`src/stpd_pkg.sv`:
```
// ----------------------------------------------------------------------------
// stpd_pkg: shared types and constants of the sync pulse tempo detector
// Item structs, register reset values, register indexes and FSM states.
// ----------------------------------------------------------------------------
package stpd_pkg;

  // rate = floor((120000000 + p) / (2p)); bpm = rate >> 1
  localparam logic [31:0] RATE_NUM_X2 = 32'd120000000;

  localparam int unsigned THR_W  = 15;
  localparam int unsigned BPM_W  = 8;
  localparam int unsigned CFG_W  = THR_W;
  localparam int unsigned IDX_W  = 2;
  localparam int unsigned DIV_W  = 32;
  localparam int unsigned CNT_W  = $clog2(DIV_W);
  localparam int unsigned QUO_W  = BPM_W + 1;

  localparam logic [THR_W-1:0] THR_RESET   = 15'd6554;
  localparam logic [BPM_W-1:0] LOW_RESET   = 8'd30;
  localparam logic [BPM_W-1:0] HIGH_RESET  = 8'd240;
  localparam logic [BPM_W-1:0] TEMPO_RESET = 8'd120;

  typedef enum logic [IDX_W-1:0] {
    CFG_THRESHOLD = 2'd0,
    CFG_LOW_LIMIT = 2'd1,
    CFG_HIGH_LIMIT = 2'd2
  } stpd_cfg_idx_e;

  typedef enum logic [2:0] {
    ST_IDLE,
    ST_EVAL,
    ST_PREP,
    ST_DIV,
    ST_DONE
  } stpd_state_e;

  typedef struct packed {
    logic signed [15:0] sync_sample;
    logic [31:0]        now_us;
  } stpd_in_t;

  typedef struct packed {
    logic [BPM_W-1:0] tempo_bpm;
    logic             edge_seen;
    logic             tempo_changed;
  } stpd_out_t;

  // front end decision for the item in flight
  typedef struct packed {
    logic take;         // held sample gets replaced
    logic edge_hit;     // qualified rising edge
    logic period_zero;  // timestamp equals the last edge time
  } stpd_eval_t;

  // serial divider result
  typedef struct packed {
    logic             ovf;  // quotient did not fit in QUO_W bits
    logic [QUO_W-1:0] quo;
  } stpd_rate_t;

endpackage

```
`src/sync_pulse_tempo_detector.sv`:
```
// ----------------------------------------------------------------------------
// sync_pulse_tempo_detector: tempo from sync pulse period
// Qualifies rising edges on a sync channel and converts their period to bpm.
// ----------------------------------------------------------------------------
// Input channel: in_valid_i / in_stall_o carry one item (sample + timestamp).
// Output channel: out_valid_o / out_stall_i carry one result item per input.
// Config: cfg_we_i writes register cfg_idx_i (0 threshold, 1 low limit,
// 2 high limit) with cfg_data_i; index 3 is ignored. Write only while idle.
//
// One item is processed at a time; in_stall_o is high while it is in flight.
// An item without a qualified edge (or with a zero period) passes through
// EVAL, PREP and DONE before the next item can be accepted. An edge item
// also passes DIV: the 32-step serial divider, one quotient bit per cycle.
// The result lands in an output register when the item finishes;
// a new item is accepted while that result waits for the receiver. If the
// receiver stalls, the next result holds in its final state until the
// register frees up, and the block keeps its input stalled meanwhile.
// Reset clears the held sample and edge time, sets tempo to 120 bpm and the
// registers to threshold 6554, limits 30 and 240 bpm.
// ----------------------------------------------------------------------------
module sync_pulse_tempo_detector (
  input  logic                         clk_i,
  input  logic                         rst_ni,
  input  logic                         in_valid_i,
  output logic                         in_stall_o,
  input  stpd_pkg::stpd_in_t           in_item_i,
  output logic                         out_valid_o,
  input  logic                         out_stall_i,
  output stpd_pkg::stpd_out_t          out_item_o,
  input  logic                         cfg_we_i,
  input  logic [stpd_pkg::IDX_W-1:0]   cfg_idx_i,
  input  logic [stpd_pkg::CFG_W-1:0]   cfg_data_i
);

  stpd_pkg::stpd_state_e state_q, state_d;

  logic [stpd_pkg::THR_W-1:0] thr_q;
  logic [stpd_pkg::BPM_W-1:0] low_q, high_q, tempo_q, tempo_d;
  logic                       rate_ok_q, rate_ok_d;
  logic                       out_valid_q, out_valid_d;
  stpd_pkg::stpd_out_t        out_q;

  logic                       accept, eval_en, div_start, commit;
  stpd_pkg::stpd_eval_t       eval;
  logic [stpd_pkg::DIV_W-1:0] period;
  logic [stpd_pkg::DIV_W:0]   num_sum;
  logic                       div_done;
  stpd_pkg::stpd_rate_t       rate;
  logic [stpd_pkg::BPM_W-1:0] bpm;
  logic                       in_range;

  assign accept = in_valid_i && !in_stall_o;

  stpd_edge u_edge (
    .clk_i     (clk_i),
    .rst_ni    (rst_ni),
    .load_i    (accept),
    .item_i    (in_item_i),
    .thr_i     (thr_q),
    .eval_en_i (eval_en),
    .commit_i  (commit),
    .eval_o    (eval),
    .period_o  (period)
  );

  // floor(N / 2p) == floor(floor(N / 2) / p)
  assign num_sum = {1'b0, stpd_pkg::RATE_NUM_X2} + {1'b0, period};

  stpd_div u_div (
    .clk_i      (clk_i),
    .rst_ni     (rst_ni),
    .start_i    (div_start),
    .dividend_i (num_sum[stpd_pkg::DIV_W:1]),
    .divisor_i  (period),
    .done_o     (div_done),
    .rate_o     (rate)
  );

  assign bpm      = rate.quo[stpd_pkg::QUO_W-1:1];
  assign in_range = !rate.ovf && (bpm >= low_q) && (bpm <= high_q);

  always_comb begin
    state_d    = state_q;
    in_stall_o = 1'b1;
    eval_en    = 1'b0;
    div_start  = 1'b0;
    commit     = 1'b0;
    rate_ok_d  = rate_ok_q;
    unique case (state_q)
      stpd_pkg::ST_IDLE: begin
        in_stall_o = 1'b0;
        if (in_valid_i) begin
          state_d = stpd_pkg::ST_EVAL;
        end
      end
      stpd_pkg::ST_EVAL: begin
        eval_en = 1'b1;
        state_d = stpd_pkg::ST_PREP;
      end
      stpd_pkg::ST_PREP: begin
        rate_ok_d = 1'b0;
        if (eval.edge_hit && !eval.period_zero) begin
          div_start = 1'b1;
          state_d   = stpd_pkg::ST_DIV;
        end else begin
          state_d = stpd_pkg::ST_DONE;
        end
      end
      stpd_pkg::ST_DIV: begin
        if (div_done) begin
          rate_ok_d = in_range;
          state_d   = stpd_pkg::ST_DONE;
        end
      end
      stpd_pkg::ST_DONE: begin
        if (!out_valid_q || !out_stall_i) begin
          commit  = 1'b1;
          state_d = stpd_pkg::ST_IDLE;
        end
      end
      default: state_d = stpd_pkg::ST_IDLE;
    endcase
  end

  assign tempo_d     = (commit && rate_ok_q) ? bpm : tempo_q;
  assign out_valid_d = commit || (out_valid_q && out_stall_i);

  always_ff @(posedge clk_i or negedge rst_ni) begin
    if (!rst_ni) begin
      state_q     <= stpd_pkg::ST_IDLE;
      thr_q       <= stpd_pkg::THR_RESET;
      low_q       <= stpd_pkg::LOW_RESET;
      high_q      <= stpd_pkg::HIGH_RESET;
      tempo_q     <= stpd_pkg::TEMPO_RESET;
      rate_ok_q   <= 1'b0;
      out_valid_q <= 1'b0;
    end else begin
      state_q     <= state_d;
      tempo_q     <= tempo_d;
      rate_ok_q   <= rate_ok_d;
      out_valid_q <= out_valid_d;
      if (cfg_we_i) begin
        unique case (cfg_idx_i)
          stpd_pkg::CFG_THRESHOLD:  thr_q  <= cfg_data_i;
          stpd_pkg::CFG_LOW_LIMIT:  low_q  <= cfg_data_i[stpd_pkg::BPM_W-1:0];
          stpd_pkg::CFG_HIGH_LIMIT: high_q <= cfg_data_i[stpd_pkg::BPM_W-1:0];
          default: ;
        endcase
      end
    end
  end

  always_ff @(posedge clk_i) begin
    if (commit) begin
      out_q.tempo_bpm     <= tempo_d;
      out_q.edge_seen     <= eval.edge_hit;
      out_q.tempo_changed <= rate_ok_q;
    end
  end

  assign out_valid_o = out_valid_q;
  assign out_item_o  = out_q;

endmodule

```
`src/stpd_edge.sv`:
```
// ----------------------------------------------------------------------------
// stpd_edge: sample change and rising edge qualification
// Holds the item, the held sample and the last edge time; yields the period.
// ----------------------------------------------------------------------------
module stpd_edge (
  input  logic                         clk_i,
  input  logic                         rst_ni,
  input  logic                         load_i,
  input  stpd_pkg::stpd_in_t           item_i,
  input  logic [stpd_pkg::THR_W-1:0]   thr_i,
  input  logic                         eval_en_i,
  input  logic                         commit_i,
  output stpd_pkg::stpd_eval_t         eval_o,
  output logic [stpd_pkg::DIV_W-1:0]   period_o
);

  logic signed [15:0] sample_q;
  logic [31:0]        now_q;
  logic signed [15:0] held_q;
  logic [31:0]        last_q;
  stpd_pkg::stpd_eval_t eval_q, eval_d;
  logic [31:0]        period_q;

  logic signed [16:0] diff;
  logic [16:0]        mag;
  logic signed [15:0] thr_s;

  always_ff @(posedge clk_i) begin
    if (load_i) begin
      sample_q <= item_i.sync_sample;
      now_q    <= item_i.now_us;
    end
    if (eval_en_i) begin
      period_q <= now_q - last_q;
    end
  end

  always_comb begin
    diff  = 17'(signed'({sample_q[15], sample_q})) - 17'(signed'({held_q[15], held_q}));
    mag   = diff[16] ? 17'(-diff) : 17'(diff);
    thr_s = signed'({1'b0, thr_i});
    eval_d.take        = mag > {2'b00, thr_i};
    eval_d.edge_hit    = eval_d.take && (held_q < thr_s) && (sample_q > thr_s);
    eval_d.period_zero = now_q == last_q;
  end

  always_ff @(posedge clk_i or negedge rst_ni) begin
    if (!rst_ni) begin
      held_q <= '0;
      last_q <= '0;
      eval_q <= '0;
    end else begin
      if (eval_en_i) begin
        eval_q <= eval_d;
      end
      if (commit_i && eval_q.take) begin
        held_q <= sample_q;
      end
      if (commit_i && eval_q.edge_hit) begin
        last_q <= now_q;
      end
    end
  end

  assign eval_o   = eval_q;
  assign period_o = period_q;

endmodule

```
`src/stpd_div.sv`:
```
// ----------------------------------------------------------------------------
// stpd_div: bit-serial restoring divider
// Shifts the dividend in one bit per cycle, one quotient bit out per cycle.
// Keeps only the low quotient bits plus a sticky overflow flag.
// ----------------------------------------------------------------------------
module stpd_div (
  input  logic                         clk_i,
  input  logic                         rst_ni,
  input  logic                         start_i,
  input  logic [stpd_pkg::DIV_W-1:0]   dividend_i,
  input  logic [stpd_pkg::DIV_W-1:0]   divisor_i,
  output logic                         done_o,
  output stpd_pkg::stpd_rate_t         rate_o
);

  logic [stpd_pkg::DIV_W-1:0] num_q, den_q, rem_q;
  logic [stpd_pkg::QUO_W-1:0] quo_q;
  logic                       ovf_q;
  logic [stpd_pkg::CNT_W-1:0] cnt_q;
  logic                       busy_q, done_q;

  logic [stpd_pkg::DIV_W:0]   trial;
  logic [stpd_pkg::DIV_W+1:0] sub;
  logic                       ge;

  always_comb begin
    trial = {rem_q, num_q[stpd_pkg::DIV_W-1]};
    sub   = {1'b0, trial} - {2'b00, den_q};
    ge    = !sub[stpd_pkg::DIV_W+1];
  end

  always_ff @(posedge clk_i) begin
    if (start_i) begin
      num_q <= dividend_i;
      den_q <= divisor_i;
      rem_q <= '0;
      quo_q <= '0;
      ovf_q <= 1'b0;
    end else if (busy_q) begin
      num_q <= {num_q[stpd_pkg::DIV_W-2:0], 1'b0};
      // remainder stays below the divisor, so the low bits carry it all
      rem_q <= ge ? sub[stpd_pkg::DIV_W-1:0] : trial[stpd_pkg::DIV_W-1:0];
      quo_q <= {quo_q[stpd_pkg::QUO_W-2:0], ge};
      ovf_q <= ovf_q | quo_q[stpd_pkg::QUO_W-1];
    end
  end

  always_ff @(posedge clk_i or negedge rst_ni) begin
    if (!rst_ni) begin
      busy_q <= 1'b0;
      done_q <= 1'b0;
      cnt_q  <= '0;
    end else begin
      done_q <= 1'b0;
      if (start_i) begin
        busy_q <= 1'b1;
        cnt_q  <= '0;
      end else if (busy_q) begin
        cnt_q <= cnt_q + 1'b1;
        if (&cnt_q) begin
          busy_q <= 1'b0;
          done_q <= 1'b1;
        end
      end
    end
  end

  assign done_o     = done_q;
  assign rate_o.ovf = ovf_q;
  assign rate_o.quo = quo_q;

endmodule

```
`config.mk`:
```
export PLATFORM = sky130hd
export DESIGN_NAME = sync_pulse_tempo_detector
export DESIGN_NICKNAME = d
export VERILOG_FILES = /design/src/stpd_pkg.sv /design/src/sync_pulse_tempo_detector.sv /design/src/stpd_edge.sv /design/src/stpd_div.sv
export SDC_FILE = /design/constraint.sdc
export NUM_CORES = 1
export LEC_CHECK = 0
export BUFFER_PORTS_ARGS = -buffer_cell sky130_fd_sc_hd__clkbuf_2
export CORE_MARGIN = 3
export CORE_UTILIZATION = 55
export DETAILED_ROUTE_END_ITERATION = 10
export GPL_TIMING_DRIVEN = 0
export PLACE_DENSITY = 0.79
export SYNTH_ARGS = -nofsm -noshare
export SYNTH_HDL_FRONTEND = slang
export SYNTH_SLANG_ARGS = --single-unit
```
`constraint.sdc`:
```
create_clock -name clk_i -period 11.7 [get_ports clk_i]
set_input_delay 1.755 -clock clk_i [delete_from_list [all_inputs] [get_ports clk_i]]
set_output_delay 1.755 -clock clk_i [all_outputs]
set_load 0.1 [all_outputs]
```
==> metrics.md <==
| Metric | Value |
|---|---|
| Syn nets | `1,774` |
| Initial antenna violation count | `0` |
| Register area share after synthesis | `48.3%` |
| Worst Hold Depth | `1` |
| Startpoint class of the critical path | `flip-flop` |
| Total congestion overflow | `0` |
| Detail Placement HPWL | `25,500 µm` |
| Met3 Usage GRT | `2.73%` |
| Normalized max-slew margin | `26.2%` |
| Clock tree from TritonCTS | `yes` |
| RSZ-0062 raised after global routing | `false` |
| Nature of the critical path endpoint | `flip-flop` |
| Count of antenna diodes in the layout | `0` |
| P&R area growth vs syn | `13.2%` |
| Register clock-pin slew on the reported worst setup and hold paths | `0.06 ns` |
| Worst-case setup slack after placement | `6.86 ns` |
| Hold-fix buffers at CTS | `0` |
| Final-layout setup total negative slack | `0 ns` |
| Lkg Pwr | `8.23 nW` |
| Max-slew violations | `0` |
| Number of iterations in the first detailed-routing pass | `5` |
| Pwr Density | `303 nW/µm²` |
| Transition at the pin with the smallest max-transition slack | `1.11 ns` |
| Synth area leaders | `edfxtp_1 28%, dfrtp_1 12%, ha_1 11%, dfxtp_1 5.1%, mux2_2 4.6%` |
| Cell depth of the worst flop-to-flop path | `20` |
| Main flop type after synthesis | `edfxtp_1` |
| Min-delay worst type | `reg2reg` |
| Result of the run | `finished clean` |
| Worst IR Drop VDD | `201 µV` |
| Count of synthesis-stage warnings from yosys | `0` |
| Wire length of the first global-routing pass | `58,400 µm` |
| Final-report hold violation count | `0` |
| Share of post-route cells with drive strength above 1 | `14.4%` |
| Die Outline Area | `32,400 µm²` |
| Mapped Area | `16,600 µm²` |
| GPL Wtd Cong | `0.904` |
| Count of buffers from port buffering | `81` |
| Reported max-cap violation count | `0` |
| Period utilisation layout | `42.0%` |
| Vertical extent of the die | `180 µm` |
| Die width | `180 µm` |
| Share of the synthesized area in the top cell type | `27.8%` |
| Clock network latency to the later pin of the worst-skew pair | `0.52 ns` |
| Largest fanout of any net on the critical path | `10` |
| Post-layout minimum cycle time | `4.91 ns` |
| Critical Path AT | `5.32 ns` |
| Yosys reg bits | `298` |
| Initial Utilization | `56.0%` |
| Fin nets | `1,894` |
| Detail Route Antenna Nets | `0` |
| CP Data Required Time | `12.11 ns` |
| Number of global-route vias before repair | `11,900` |
| Maximum number of pins on one net before global-route repair | `103` |
| Post-Route WL | `34,500 µm` |
| Final setup violation count | `0` |
| Post-detailed-route DRC marker count | `0` |
| CTS HTree Levels | `2` |
| Placed cell area | `17,600 µm²` |
| Vias | `11,800` |
| GR Layer Usage met2 | `36.2%` |
| Clock skew after layout | `0.0192 ns` |
| Number of distinct library cell variants in the gate-level netlist after synthesis | `77` |
| Post-detailed-route wirelength per cell | `16.5 µm` |
| Clk sinks | `298` |
| Tot GR Track Use | `21.3%` |
| Synth async-reset ratio | `34.2%` |
| Setup ws final | `6.79 ns` |
| Synth Area per Inst | `10.7 µm²` |
| Initial DRC Count | `829` |
| Number of enable-type register cells in the synthesized netlist | `154` |
| Number of buffers on the longest clock path | `3` |
| Total I/O pin count | `82` |
| Final instance area | `18,800 µm²` |
| Kind of critical path | `reg2reg` |
| CTS-repair resized insts | `0` |
| Setup Buffers After CTS | `0` |
| Post-synthesis instance total | `1,558` |
| Highest clock frequency the design can meet | `204 MHz` |
| Vias per inst | `5.62` |
| Global routing usage on met1 | `28.7%` |
| End-of-flow core utilization | `63.4%` |
| Most Crowded Layer GR | `met2` |
| Root buf cell | `clkbuf_16` |
| Largest area contributor in the netlist | `edfxtp_1` |
| Cell Rows | `63` |
| Number of buffers created by CTS | `34` |
| Area of the core region | `29,700 µm²` |
-- critical path, stage by stage (launching register included) --
cell and delay [ns]:
dfrtp_1 0.40, ha_1 0.23, fa_1 0.40, nor2b_1 0.23
o31a_1 0.26, o21ai_0 0.21, a21o_1 0.22, and3b_1 0.18
nor2_1 0.14, o31a_2 0.23, clkbuf_1 0.37, nor2_1 0.12
xor2_1 0.16, ha_1 0.30, and4_1 0.23, nand2_1 0.09
o211a_1 0.24, o211ai_1 0.17, a22oi_1 0.12, o311a_1 0.18
o41ai_2 0.33
-- cell usage in the layout, fill, tap and decap left out, types with 8 or more instances in the layout --
cell       synthesis  layout
edfxtp_1         154     154
inv_1            149     149
ha_1             143     143
nand2_1          121     121
o21ai_0          105     105
a21oi_1           99      98
nor2_1            95      94
dfrtp_1           83      83
clkbuf_2           0      80
mux2_2            68      68
xnor2_1           64      64
a21o_1            46      46
dfxtp_1           42      42
clkbuf_1          30      37
mux2i_1           37      37
clkbuf_16          0      37
xor2_1            34      34
o21a_1            24      24
nor2b_1           24      24
nand2b_1          20      20
dfstp_2           19      19
nor3_1            17      17
nand4_1           16      16
nand3_1           15      15
a211oi_1          15      15
a31oi_1           10      10
o21bai_1           9       9
and3_1             8       8
-- flip-flops by register name (all words and copies together) (netlist names), 3 cells and up --
name / count
u_edge.now_q: 32
u_div.den_q: 32
high_q: 8
u_div.rem_q: 32
u_edge.eval_o: 3
u_edge.held_q: 16
u_edge.period_o: 32
u_edge.last_q: 32
u_div.cnt_q: 5
u_div.quo_q: 9
u_div.num_q: 32
out_item_o: 10
thr_q: 15
low_q: 8
u_edge.sample_q: 16
state_q: 3
tempo_q: 8
-- stage by stage --
step	hold slack (ns)	total power, mW	std cells
after global placement	0.430	4.44	2029
after detailed placement	0.450	4.56	2031
after global routing	0.466	6.17	2094
after floorplan	0.400	3.94	1558
final	0.459	5.71	2094
after CTS	0.461	5.71	2093
-- final cells by class --
class | instances | area [µm²]
clock inverter | 15 | 210
clock buffer | 47 | 993
sequential | 298 | 8040
multi-input combinational | 1075 | 7910
tap | 390 | 488
inverter | 150 | 563
buffer | 35 | 145
fill | 2243 | 10900
timing repair buffer | 84 | 489
-- worst paths after layout --
path	startpoint	endpoint	slack [ns]
setup / recovery	u_edge.held_q[0]$_DFFE_PN0P_	u_edge.eval_o[1]$_DFFE_PN0P_	6.79
hold / removal	u_div.ovf_q$_SDFFE_PP0P_	rate_ok_q$_DFFE_PN0P_	0.46
setup reg to reg	u_edge.held_q[0]$_DFFE_PN0P_	u_edge.eval_o[1]$_DFFE_PN0P_	6.79
hold reg to reg	u_div.ovf_q$_SDFFE_PP0P_	rate_ok_q$_DFFE_PN0P_	0.46
max in group asynchronous	rst_ni	u_edge.eval_o[1]$_DFFE_PN0P_	9.92
min in group asynchronous	rst_ni	u_edge.last_q[16]$_DFFE_PN0P_	1.25
-- per-layer routing --
| metal | share of wire (%) | up-vias | wire, µm |
|---|---|---|---|
| met5 | 0 | - | 0 |
| met4 | 2.9 | 0 | 1010 |
| met3 | 4.0 | 70 | 1400 |
| li1 | - | 5836 | - |
| met1 | 45 | 5572 | 15600 |
| met2 | 48 | 289 | 16500 |
-- cells in the mapped netlist, types with 3 or more instances --
cell / instances
or2_2: 3
nand3_1: 15
clkbuf_1: 30
dfrtp_1: 83
nand2_1: 121
or4_1: 3
o21ai_0: 105
inv_1: 149
a311o_1: 3
dfstp_2: 19
o31ai_1: 6
nand3b_1: 4
o2111a_1: 4
ha_1: 143
dfxtp_1: 42
nor3_1: 17
mux2i_1: 37
o311a_1: 3
or3_1: 6
and2_1: 6
fa_1: 3
xor2_1: 34
nor4_1: 6
o211ai_1: 5
a21o_1: 46
a21boi_0: 5
a211oi_1: 15
a22oi_1: 3
nand4_1: 16
and3_1: 8
nor2b_1: 24
o21a_1: 24
o21bai_1: 9
edfxtp_1: 154
nand2b_1: 20
a21oi_1: 99
nor2_1: 95
a31oi_1: 10
xnor2_1: 64
mux2_2: 68
-- cell families after synthesis --
kind of cell	share of synthesized area, %
xor gates and xnor gates	5.16
buffers and inverters	4.25
adders and majority gates	11.1
DFF	48.3
muxes	6.83
and+or+nand+nor	10.2
AOI/OAI and AO/OA	14.2
-- power by group --
| part | leakage, nW | switching, mW | internal, mW | total (mW) |
|---|---|---|---|---|
| Combinational | 4.61 | 1.56 | 1.21 | 2.77 |
| Sequential | 3.04 | 0.251 | 1.57 | 1.82 |
| Clock | 0.582 | 0.424 | 0.690 | 1.11 |
| Total | 8.23 | 2.24 | 3.47 | 5.71 |
Note: power is estimated with default switching activity, not from simulation.
